<file path="src/design/hsv_near_match_run_encoder_unit_assert.svh">
// assertion macros for the hsv near-match run encoder
// included by the modules that check their own logic; no other dependencies
`ifndef HSV_NEAR_MATCH_RUN_ENCODER_UNIT_ASSERT_SVH
`define HSV_NEAR_MATCH_RUN_ENCODER_UNIT_ASSERT_SVH
`ifndef ASSERT_OFF
// same-cycle implication
`define HSVNM_ASSERT_IMP(label, clk, rst_n, cond, prop) \
    label: assert property (@(posedge clk) disable iff (!rst_n) (cond) |-> (prop)) \
        else $error("hsvnm assertion failed");
// next-cycle implication
`define HSVNM_ASSERT_NXT(label, clk, rst_n, cond, prop) \
    label: assert property (@(posedge clk) disable iff (!rst_n) (cond) |=> (prop)) \
        else $error("hsvnm assertion failed");
`else
`define HSVNM_ASSERT_IMP(label, clk, rst_n, cond, prop)
`define HSVNM_ASSERT_NXT(label, clk, rst_n, cond, prop)
`endif
`endif

</file>
<file path="src/design/hsvnm_pkg.sv">
// shared types, constants and color packing functions
// used by the front end, the run queue and the back end
package hsvnm_pkg;

    localparam logic [7:0]  HUE_MAX         = 8'd179;
    localparam logic [7:0]  THRESHOLD_RESET = 8'd20;
    localparam logic [7:0]  MAX_RUN_RESET   = 8'd255;

    // register indexes of the configuration port
    localparam logic CFG_MATCH_THRESHOLD = 1'b0;
    localparam logic CFG_MAX_RUN         = 1'b1;

    // hue * 63 / 179 as multiply by reciprocal, shift 21, exact for hue up to 179
    localparam logic [27:0] HUE_PACK_MUL    = 28'd738108;
    // hue6 * 179 / 63 as multiply by reciprocal, shift 20, exact for hue6 up to 63
    localparam logic [27:0] HUE_UNPACK_MUL  = 28'd2979455;

    // one closed run on its way to the divider
    typedef struct packed {
        logic [15:0] hue_total;
        logic [15:0] sat_total;
        logic [15:0] val_total;
        logic [7:0]  count;
        logic        last;
    } t_run_rec;

    function automatic logic [5:0] pack_hue6(input logic [7:0] hue);
        logic [27:0] prod;
        prod = 28'(hue) * HUE_PACK_MUL;
        return prod[26:21];
    endfunction

    function automatic logic [7:0] unpack_hue(input logic [5:0] hue6);
        logic [27:0] prod;
        prod = 28'(hue6) * HUE_UNPACK_MUL;
        return prod[27:20];
    endfunction

endpackage

</file>
<file path="src/design/hsv_near_match_run_encoder_unit.sv">
// Pixels are taken one per cycle while the run queue has room; a run's result passes the
// queue write, divider load, 8 divide steps and output register after the edge that accepts
// the pixel closing it. Each closed run holds the shared three-lane divider until its result
// is registered, so short runs fill the run queue and raise full until the divider catches up.
// Reset is synchronous, active low: no run open, queue and output empty,
// match_threshold back to 20 and max_run back to 255.
module hsv_near_match_run_encoder_unit #(
    parameter int QUEUE_DEPTH = 4
) (
    input  logic        i_clk,
    input  logic        i_rst_n,
    input  logic        push,
    output logic        full,
    input  logic [7:0]  i_hue,
    input  logic [7:0]  i_saturation,
    input  logic [7:0]  i_brightness,
    input  logic        i_end_of_image,
    output logic        empty,
    input  logic        pop,
    output logic [15:0] o_packed_mean,
    output logic [7:0]  o_run_length,
    output logic        o_last_run,
    input  logic        i_cfg_we,
    input  logic        i_cfg_idx,
    input  logic [7:0]  i_cfg_data
);

    logic [1:0]          push_num;
    hsvnm_pkg::t_run_rec rec_a;
    hsvnm_pkg::t_run_rec rec_b;
    hsvnm_pkg::t_run_rec q_head;
    logic                q_room;
    logic                q_empty;
    logic                q_pop;

    hsvnm_front u_front (
        .i_clk          (i_clk),
        .i_rst_n        (i_rst_n),
        .push           (push),
        .full           (full),
        .i_hue          (i_hue),
        .i_saturation   (i_saturation),
        .i_brightness   (i_brightness),
        .i_end_of_image (i_end_of_image),
        .i_cfg_we       (i_cfg_we),
        .i_cfg_idx      (i_cfg_idx),
        .i_cfg_data     (i_cfg_data),
        .i_q_room       (q_room),
        .o_push_num     (push_num),
        .o_rec_a        (rec_a),
        .o_rec_b        (rec_b)
    );

    hsvnm_queue #(
        .DEPTH (QUEUE_DEPTH)
    ) u_queue (
        .i_clk      (i_clk),
        .i_rst_n    (i_rst_n),
        .i_push_num (push_num),
        .i_rec_a    (rec_a),
        .i_rec_b    (rec_b),
        .o_room     (q_room),
        .i_pop      (q_pop),
        .o_empty    (q_empty),
        .o_head     (q_head)
    );

    hsvnm_back u_back (
        .i_clk         (i_clk),
        .i_rst_n       (i_rst_n),
        .i_q_empty     (q_empty),
        .i_q_head      (q_head),
        .o_q_pop       (q_pop),
        .empty         (empty),
        .pop           (pop),
        .o_packed_mean (o_packed_mean),
        .o_run_length  (o_run_length),
        .o_last_run    (o_last_run)
    );

endmodule

</file>
<file path="src/design/hsvnm_front.sv">
// front end: takes pixels, packs them, compares with the run reference and
// keeps the running sums; closed runs go out as records; uses hsvnm_pkg
module hsvnm_front (
    input  logic              i_clk,
    input  logic              i_rst_n,
    input  logic              push,
    output logic              full,
    input  logic [7:0]        i_hue,
    input  logic [7:0]        i_saturation,
    input  logic [7:0]        i_brightness,
    input  logic              i_end_of_image,
    input  logic              i_cfg_we,
    input  logic              i_cfg_idx,
    input  logic [7:0]        i_cfg_data,
    input  logic              i_q_room,
    output logic [1:0]        o_push_num,
    output hsvnm_pkg::t_run_rec o_rec_a,
    output hsvnm_pkg::t_run_rec o_rec_b
);

    logic [7:0]  r_thr;
    logic [7:0]  r_max_run;

    // stage 0: clamped and packed pixel
    logic        r_s0_valid;
    logic [7:0]  r_s0_hue;
    logic [7:0]  r_s0_sat;
    logic [7:0]  r_s0_val;
    logic        r_s0_eoi;
    logic [5:0]  r_s0_hue6;

    // stage 1: open run
    logic [7:0]  r_run_cnt;
    logic [7:0]  r_ref_hue;
    logic [7:0]  r_ref_sat;
    logic [7:0]  r_ref_val;
    logic [15:0] r_hue_tot;
    logic [15:0] r_sat_tot;
    logic [15:0] r_val_tot;

    logic [7:0]  n_run_cnt;
    logic [7:0]  n_ref_hue;
    logic [7:0]  n_ref_sat;
    logic [7:0]  n_ref_val;
    logic [15:0] n_hue_tot;
    logic [15:0] n_sat_tot;
    logic [15:0] n_val_tot;

    logic        accept;
    logic        s1_fire;
    logic [7:0]  in_hue_clamped;
    logic [7:0]  u_hue;
    logic [7:0]  u_sat;
    logic [7:0]  u_val;
    logic        run_open;
    logic        match;
    logic        extend;
    logic        close_old;
    hsvnm_pkg::t_run_rec rec_old;
    hsvnm_pkg::t_run_rec rec_last;

    function automatic logic [7:0] abs_diff(input logic [7:0] a, input logic [7:0] b);
        return (a > b) ? (a - b) : (b - a);
    endfunction

    assign s1_fire        = r_s0_valid && i_q_room;
    assign full           = r_s0_valid && !s1_fire;
    assign accept         = push && !full;
    assign in_hue_clamped = (i_hue > hsvnm_pkg::HUE_MAX) ? hsvnm_pkg::HUE_MAX : i_hue;

    always_ff @(posedge i_clk) begin
        if (!i_rst_n) begin
            r_thr     <= hsvnm_pkg::THRESHOLD_RESET;
            r_max_run <= hsvnm_pkg::MAX_RUN_RESET;
        end else if (i_cfg_we) begin
            case (i_cfg_idx)
                hsvnm_pkg::CFG_MATCH_THRESHOLD: r_thr     <= i_cfg_data;
                hsvnm_pkg::CFG_MAX_RUN:         r_max_run <= i_cfg_data;
                default:                        r_thr     <= r_thr;
            endcase
        end
    end

    always_ff @(posedge i_clk) begin
        if (!i_rst_n) begin
            r_s0_valid <= 1'b0;
        end else if (accept) begin
            r_s0_valid <= 1'b1;
        end else if (s1_fire) begin
            r_s0_valid <= 1'b0;
        end
    end

    always_ff @(posedge i_clk) begin
        if (accept) begin
            r_s0_hue  <= in_hue_clamped;
            r_s0_sat  <= i_saturation;
            r_s0_val  <= i_brightness;
            r_s0_eoi  <= i_end_of_image;
            r_s0_hue6 <= hsvnm_pkg::pack_hue6(in_hue_clamped);
        end
    end

    always_comb begin
        u_hue     = hsvnm_pkg::unpack_hue(r_s0_hue6);
        u_sat     = {r_s0_sat[7:4], 4'b0000};
        u_val     = {r_s0_val[7:2], 2'b00};
        run_open  = (r_run_cnt != 8'd0);
        match     = (abs_diff(u_hue, r_ref_hue) < r_thr) &&
                    (abs_diff(u_sat, r_ref_sat) < r_thr) &&
                    (abs_diff(u_val, r_ref_val) < r_thr) &&
                    (r_run_cnt < r_max_run);
        extend    = run_open && match;
        close_old = run_open && !match;

        if (extend) begin
            n_run_cnt = r_run_cnt + 8'd1;
            n_ref_hue = r_ref_hue;
            n_ref_sat = r_ref_sat;
            n_ref_val = r_ref_val;
            n_hue_tot = r_hue_tot + 16'(r_s0_hue);
            n_sat_tot = r_sat_tot + 16'(r_s0_sat);
            n_val_tot = r_val_tot + 16'(r_s0_val);
        end else begin
            n_run_cnt = 8'd1;
            n_ref_hue = u_hue;
            n_ref_sat = u_sat;
            n_ref_val = u_val;
            n_hue_tot = 16'(r_s0_hue);
            n_sat_tot = 16'(r_s0_sat);
            n_val_tot = 16'(r_s0_val);
        end

        rec_old.hue_total  = r_hue_tot;
        rec_old.sat_total  = r_sat_tot;
        rec_old.val_total  = r_val_tot;
        rec_old.count      = r_run_cnt;
        rec_old.last       = 1'b0;

        rec_last.hue_total = n_hue_tot;
        rec_last.sat_total = n_sat_tot;
        rec_last.val_total = n_val_tot;
        rec_last.count     = n_run_cnt;
        rec_last.last      = 1'b1;

        // closed run goes first, the final run behind it
        o_rec_a = close_old ? rec_old : rec_last;
        o_rec_b = rec_last;
        if (s1_fire) begin
            o_push_num = {1'b0, close_old} + {1'b0, r_s0_eoi};
        end else begin
            o_push_num = 2'd0;
        end
    end

    always_ff @(posedge i_clk) begin
        if (!i_rst_n) begin
            r_run_cnt <= 8'd0;
        end else if (s1_fire) begin
            r_run_cnt <= r_s0_eoi ? 8'd0 : n_run_cnt;
        end
    end

    always_ff @(posedge i_clk) begin
        if (s1_fire) begin
            r_ref_hue <= n_ref_hue;
            r_ref_sat <= n_ref_sat;
            r_ref_val <= n_ref_val;
            r_hue_tot <= n_hue_tot;
            r_sat_tot <= n_sat_tot;
            r_val_tot <= n_val_tot;
        end
    end

endmodule

</file>
<file path="src/design/hsvnm_queue.sv">
// short queue of closed runs between front and back end
// takes up to two records a cycle, gives one; uses hsvnm_pkg
`include "hsv_near_match_run_encoder_unit_assert.svh"
module hsvnm_queue #(
    parameter int DEPTH = 4
) (
    input  logic                i_clk,
    input  logic                i_rst_n,
    input  logic [1:0]          i_push_num,
    input  hsvnm_pkg::t_run_rec i_rec_a,
    input  hsvnm_pkg::t_run_rec i_rec_b,
    output logic                o_room,
    input  logic                i_pop,
    output logic                o_empty,
    output hsvnm_pkg::t_run_rec o_head
);

    localparam int PW = $clog2(DEPTH);
    localparam int CW = $clog2(DEPTH + 1);
    localparam logic [PW-1:0] LAST_SLOT = PW'(DEPTH - 1);
    localparam logic [CW:0]   FILL_MAX  = (CW+1)'(DEPTH);

    hsvnm_pkg::t_run_rec r_mem [DEPTH];
    hsvnm_pkg::t_run_rec r_head;
    logic [PW-1:0] r_wr_ptr;
    logic [PW-1:0] r_rd_ptr;
    logic [CW-1:0] r_count;
    logic [PW-1:0] wr_ptr_b;
    logic [PW-1:0] n_wr_ptr;
    logic [PW-1:0] n_rd_ptr;
    logic [CW:0]   fill_next;
    logic          push_pair;

    function automatic logic [PW-1:0] next_ptr(input logic [PW-1:0] p);
        return (p == LAST_SLOT) ? '0 : (p + PW'(1));
    endfunction

    assign wr_ptr_b  = next_ptr(r_wr_ptr);
    assign o_room    = (r_count <= CW'(DEPTH - 2));
    assign o_empty   = (r_count == '0);
    assign o_head    = r_head;
    assign fill_next = (CW+1)'(r_count) + (CW+1)'(i_push_num);
    assign push_pair = (i_push_num == 2'd2) && !i_pop;

    always_comb begin
        case (i_push_num)
            2'd1:    n_wr_ptr = wr_ptr_b;
            2'd2:    n_wr_ptr = next_ptr(wr_ptr_b);
            default: n_wr_ptr = r_wr_ptr;
        endcase
        n_rd_ptr = i_pop ? next_ptr(r_rd_ptr) : r_rd_ptr;
    end

    always_ff @(posedge i_clk) begin
        if (!i_rst_n) begin
            r_wr_ptr <= '0;
            r_rd_ptr <= '0;
            r_count  <= '0;
        end else begin
            r_wr_ptr <= n_wr_ptr;
            r_rd_ptr <= n_rd_ptr;
            r_count  <= r_count + CW'(i_push_num) - CW'(i_pop);
        end
    end

    always_ff @(posedge i_clk) begin
        if (i_push_num != 2'd0) begin
            r_mem[r_wr_ptr] <= i_rec_a;
        end
        if (i_push_num == 2'd2) begin
            r_mem[wr_ptr_b] <= i_rec_b;
        end
    end

    // head register tracks the next read slot, taking a record written this cycle directly
    always_ff @(posedge i_clk) begin
        if (i_push_num != 2'd0 && n_rd_ptr == r_wr_ptr) begin
            r_head <= i_rec_a;
        end else if (i_push_num == 2'd2 && n_rd_ptr == wr_ptr_b) begin
            r_head <= i_rec_b;
        end else begin
            r_head <= r_mem[n_rd_ptr];
        end
    end

    `HSVNM_ASSERT_IMP(a_q_no_overflow, i_clk, i_rst_n, i_push_num != 2'd0, fill_next <= FILL_MAX)
    `HSVNM_ASSERT_IMP(a_q_no_underflow, i_clk, i_rst_n, i_pop, r_count != '0)
    `HSVNM_ASSERT_NXT(a_q_pair_grows, i_clk, i_rst_n, push_pair, r_count == $past(r_count) + CW'(2))

endmodule

</file>
<file path="src/design/hsvnm_back.sv">
// back end: divides the run sums by the run length, packs the mean and holds
// the result in an output register; uses hsvnm_pkg
`include "hsv_near_match_run_encoder_unit_assert.svh"
module hsvnm_back (
    input  logic                i_clk,
    input  logic                i_rst_n,
    input  logic                i_q_empty,
    input  hsvnm_pkg::t_run_rec i_q_head,
    output logic                o_q_pop,
    output logic                empty,
    input  logic                pop,
    output logic [15:0]         o_packed_mean,
    output logic [7:0]          o_run_length,
    output logic                o_last_run
);

    typedef enum logic [2:0] {
        S_IDLE = 3'b001,
        S_DIV  = 3'b010,
        S_DONE = 3'b100
    } t_back_state;

    t_back_state r_state;
    logic [2:0]  r_step;
    logic [15:0] r_dsh;
    logic [15:0] r_rem_hue;
    logic [15:0] r_rem_sat;
    logic [15:0] r_rem_val;
    logic [7:0]  r_q_hue;
    logic [7:0]  r_q_sat;
    logic [7:0]  r_q_val;
    logic [7:0]  r_len;
    logic        r_last;
    logic        r_out_valid;
    logic [15:0] r_out_mean;
    logic [7:0]  r_out_len;
    logic        r_out_last;

    logic        ge_hue;
    logic        ge_sat;
    logic        ge_val;
    logic        out_pop;
    logic        out_load;

    // one quotient bit per cycle, all three channels side by side
    assign ge_hue   = (r_rem_hue >= r_dsh);
    assign ge_sat   = (r_rem_sat >= r_dsh);
    assign ge_val   = (r_rem_val >= r_dsh);
    assign out_pop  = pop && r_out_valid;
    assign out_load = (r_state == S_DONE) && (!r_out_valid || out_pop);
    assign o_q_pop  = (r_state == S_IDLE) && !i_q_empty;

    always_ff @(posedge i_clk) begin
        if (!i_rst_n) begin
            r_state <= S_IDLE;
        end else begin
            case (r_state)
                S_IDLE: begin
                    if (!i_q_empty) begin
                        r_state <= S_DIV;
                    end
                end
                S_DIV: begin
                    if (r_step == 3'd0) begin
                        r_state <= S_DONE;
                    end
                end
                S_DONE: begin
                    if (out_load) begin
                        r_state <= S_IDLE;
                    end
                end
                default: r_state <= S_IDLE;
            endcase
        end
    end

    always_ff @(posedge i_clk) begin
        if (o_q_pop) begin
            r_step    <= 3'd7;
            r_dsh     <= {1'b0, i_q_head.count, 7'b0};
            r_rem_hue <= i_q_head.hue_total;
            r_rem_sat <= i_q_head.sat_total;
            r_rem_val <= i_q_head.val_total;
            r_len     <= i_q_head.count;
            r_last    <= i_q_head.last;
        end else if (r_state == S_DIV) begin
            r_step    <= r_step - 3'd1;
            r_dsh     <= {1'b0, r_dsh[15:1]};
            r_rem_hue <= ge_hue ? (r_rem_hue - r_dsh) : r_rem_hue;
            r_rem_sat <= ge_sat ? (r_rem_sat - r_dsh) : r_rem_sat;
            r_rem_val <= ge_val ? (r_rem_val - r_dsh) : r_rem_val;
            r_q_hue   <= {r_q_hue[6:0], ge_hue};
            r_q_sat   <= {r_q_sat[6:0], ge_sat};
            r_q_val   <= {r_q_val[6:0], ge_val};
        end
    end

    always_ff @(posedge i_clk) begin
        if (!i_rst_n) begin
            r_out_valid <= 1'b0;
        end else if (out_load) begin
            r_out_valid <= 1'b1;
        end else if (out_pop) begin
            r_out_valid <= 1'b0;
        end
    end

    always_ff @(posedge i_clk) begin
        if (out_load) begin
            r_out_mean <= {hsvnm_pkg::pack_hue6(r_q_hue), r_q_sat[7:4], r_q_val[7:2]};
            r_out_len  <= r_len;
            r_out_last <= r_last;
        end
    end

    assign empty         = !r_out_valid;
    assign o_packed_mean = r_out_mean;
    assign o_run_length  = r_out_len;
    assign o_last_run    = r_out_last;

    `HSVNM_ASSERT_IMP(a_bk_div_nonzero, i_clk, i_rst_n, r_state == S_DIV, r_dsh != 16'd0)
    `HSVNM_ASSERT_IMP(a_bk_hue_range, i_clk, i_rst_n, r_state == S_DONE, r_q_hue <= hsvnm_pkg::HUE_MAX)
    `HSVNM_ASSERT_IMP(a_bk_len_nonzero, i_clk, i_rst_n, r_out_valid, r_out_len != 8'd0)

endmodule
</file>
<file path="config.mk">
export PLATFORM = sky130hd
export DESIGN_NAME = hsv_near_match_run_encoder_unit
export DESIGN_NICKNAME = d
export VERILOG_FILES = /design/src/design/hsvnm_pkg.sv /design/src/design/hsv_near_match_run_encoder_unit.sv /design/src/design/hsvnm_front.sv /design/src/design/hsvnm_queue.sv /design/src/design/hsvnm_back.sv
export VERILOG_INCLUDE_DIRS = /design/src /design/src/design
export SDC_FILE = /design/constraint.sdc
export NUM_CORES = 1
export LEC_CHECK = 0
export BUFFER_PORTS_ARGS = -buffer_cell sky130_fd_sc_hd__buf_4
export CAP_MARGIN = 10
export CORE_MARGIN = 2
export CORE_UTILIZATION = 50
export CTS_BUF_LIST = sky130_fd_sc_hd__clkbuf_2 sky130_fd_sc_hd__clkbuf_4 sky130_fd_sc_hd__clkbuf_8
export DETAILED_ROUTE_END_ITERATION = 16
export PLACE_DENSITY = 0.66
export SLEW_MARGIN = 30
export SYNTH_ARGS = -nofsm -noshare
export SYNTH_HDL_FRONTEND = slang
export SYNTH_SLANG_ARGS = --single-unit
</file>
<file path="constraint.sdc">
create_clock -name i_clk -period 24.1 [get_ports i_clk]
set_input_delay 0 -clock i_clk [delete_from_list [all_inputs] [get_ports i_clk]]
set_output_delay 0 -clock i_clk [all_outputs]
set_load 0.01 [all_outputs]
</file>
==> flow_summary.ini <==
[run_status]
status = finished clean

[drt]
drc_errors = 0
vias = 22701
drt-wirelength-per-cell_um = 20.6
routed_wirelength_um = 80500
vias_per_cell = 5.80
dr.first_iter.drc_count = 1806
firstDrtPassIters = 8
ant_nets = 0

[synth]
synthesis.nets = 3321
dominantRegCellSynth = edfxtp_1
async_reset_ff_share_pct = 0
synth_edf_count = 435
synth_seq_cells = 487
ys_warn_count = 0
yosysSeqAreaShare_pct = 44.3
syn_area_mm2 = 0.0319
synth.distinct_cells = 85
syn_area_per_cell_um2 = 11.1
syn_inst = 2863

[die]
start_util_pct = 50.5
die_y_um = 256
core_area_mm2 = 0.0631
die_area_mm2 = 0.0658
rows = 92
pin_count = 66
die_w_um = 256

[critical_path]
critPathCaptureType = flop
slowest_delay_ns = 0.87
cp_slowest_cell = nor2_1
cp-startpoint = u_front.r_s0_hue6[3]
start_kind = flop
crit_required_ns = 24.65
reg2reg_from = u_front.r_s0_hue6[3]
crit_arrival_ns = 12.75
crit_type = reg2reg
cp_max_fo = 22

[job]
drv_cap = 0

[global_route]
grt_usage_pct = 24.5
grt_first_pass_wirelength_um = 128000
grt_max_degree = 82
grt_remaining_overflow = 0
grt_pass1_vias = 23267
antenna_found_initial = 1

[sta]
finalHoldViolations = 0
final_max_slew_viol_count = 0
relSlewSlack_pct = 31.8
final.setup.tns_ns = 0
fin_hold_ws_ns = 0.0460
rsz0062_at_grt = no
worst_slew_pin_slew_ns = 1.02
fmax_mhz = 81.9
worst_slack_ns = 11.90
setup_viol_count_final = 0
finClkSkew_ns = 0.0359
post-route-period-util_pct = 50.6
finalCriticalPeriod_ns = 12.20

[placed_design]
port_buffers = 65
gp_congestion = 0.942
place_hpwl_um = 57800
dpl.cell_count = 3685
dp_slack_ns = 12.14

[clocking]
cts_tree = done
clock-root-buffer = clkbuf_8
cts_sinks = 487
cts.path.max_buffers = 3
numCtsBuffers = 85
clk_pin_slew_ns = 0.06
cts.repair.resized = 0
htreeDepth = 3
clock_latency_ns = 0.70

[min_path]
hold_class = in2reg
min_from = i_saturation[3]

[layout]
fin_cells = 3913
finalNetCount = 3454
area_delta_synth_final_pct = 11.8
drive_above_1_share_pct = 11.7
-- worst max-delay path, delay by kind of cell, from the launching register on --
kind	cells	cell delay (ns)
compound gates	12	3.25
xor+xnor	2	0.37
fa+ha+maj	8	3.13
buf+inv	4	0.62
flops	1	0.50
mux	1	0.35
simple gates	10	3.81
-- per-stage QoR --
| stage | instance area (µm²) | util [%] |
|---|---|---|
| finish | 35600 | 56.5 |
| floorplan | 31900 | - |
| global route | 35600 | 56.5 |
| detailed placement | 33200 | 52.6 |
| global placement | 33100 | 52.5 |
| CTS | 35600 | 56.4 |
-- cell type report --
| type | instances | area, µm² |
|---|---|---|
| Antenna cell | 1 | 2.50 |
| Multi-Input combinational cell | 1936 | 16100 |
| Inverter | 328 | 1230 |
| Sequential cell | 487 | 14100 |
| Fill cell | 5387 | 27500 |
| Tap cell | 846 | 1060 |
| Clock inverter | 35 | 275 |
| Timing Repair Buffer | 158 | 1400 |
| Clock buffer | 122 | 1470 |
-- metal layers --
metal	global-route usage, %	routed length, µm
met2	41.8	39500
met5	0	0
met3	3.69	5150
met4	9.54	2730
met1	31.5	33100
-- layout by cell type (no fill, tap or decap), types with 19 or more instances in the layout --
cell,count
clkbuf_8,89
nor2b_1,27
nor3_1,34
xnor2_1,67
dlygate4sd3_1,69
nand2b_1,27
a211oi_1,21
nand4_1,21
fa_1,99
clkbuf_4,33
a21boi_0,19
o211ai_1,26
nand2_1,233
buf_4,86
mux2i_1,28
edfxtp_1,435
ha_1,320
o22ai_1,70
o21ai_0,99
o21a_1,25
and3_1,19
nand3_1,40
a21o_1,37
nor2_1,165
clkinv_1,19
dfxtp_1,50
mux4_2,57
a22o_1,28
a21oi_1,203
xor2_1,43
inv_1,321
-- Yosys cell counts, types with 16 or more instances --
library cell | count | area [µm²]
ha_1 | 320 | 4000
o31ai_1 | 16 | 120
nand4_1 | 21 | 131
xor2_1 | 43 | 377
nand2_1 | 234 | 878
a21oi_1 | 206 | 1030
a21o_1 | 37 | 278
nor3_1 | 34 | 170
a2bb2oi_1 | 17 | 149
o21a_1 | 25 | 188
a211oi_1 | 21 | 158
nor2_1 | 165 | 619
and2_1 | 21 | 131
dfxtp_1 | 52 | 1040
edfxtp_1 | 435 | 13100
fa_1 | 99 | 1980
o211ai_1 | 26 | 195
mux2i_1 | 28 | 280
mux4_2 | 57 | 1280
inv_1 | 322 | 1210
o22ai_1 | 70 | 438
and3_1 | 19 | 119
a22o_1 | 28 | 245
xnor2_1 | 67 | 587
o21ai_0 | 99 | 495
nor2b_1 | 29 | 181
clkbuf_1 | 75 | 282
a21boi_0 | 19 | 143
nand3_1 | 41 | 205
nand2b_1 | 27 | 169
-- kinds of logic after synthesis --
family | synth area share (%)
AO/OA/AOI/OAI | 13.0
AND/OR/NAND/NOR | 9.43
flip-flops | 44.3
buffers and inverters | 5.42
adder cells (fa/ha/maj) | 18.8
XOR/XNOR | 3.02
multiplexers | 6.04
other | 0.0118
-- state kept, by name, summed over array words and instances (netlist names), 4 cells and up, named ones only --
register / count
u_back.r_len: 8
u_back.o_packed_mean: 16
u_front.r_hue_tot: 16
u_back.o_run_length: 8
u_front.r_s0_sat: 8
u_front.r_s0_val: 8
u_front.r_ref_hue: 8
u_front.r_thr: 8
u_front.r_val_tot: 16
u_front.r_run_cnt: 8
u_back.r_q_sat: 8
u_front.r_s0_hue6: 6
u_front.r_sat_tot: 16
u_front.r_max_run: 8
u_front.r_ref_val: 6
u_back.r_rem_hue: 16
u_front.r_s0_hue: 8
u_back.r_q_val: 8
u_back.r_dsh: 15
u_front.r_ref_sat: 4
u_back.r_rem_val: 16
u_back.r_q_hue: 8
u_back.r_rem_sat: 16
u_queue.r_mem: 228
-- worst paths after layout --
| path | endpoint | slack (ns) | cells after the start |
|---|---|---|---|
| worst max-delay path | u_queue.r_mem[2][32] | 11.90 | 37 |
| worst min-delay path | u_front.r_s0_sat[3] | 0.05 | 2 |
| worst max register to register | u_queue.r_mem[2][32] | 11.90 | 37 |
| worst min register to register | u_back.o_last_run | 0.42 | 0 |
-- repair_timing --
action,in CTS,in global routing
hold buffers,69,0
buffers inserted,0,0
hold endpoints to repair,93,0
Power is not shown: default switching activity piles up to over one toggle a cycle in this logic, so the estimate is an artifact.
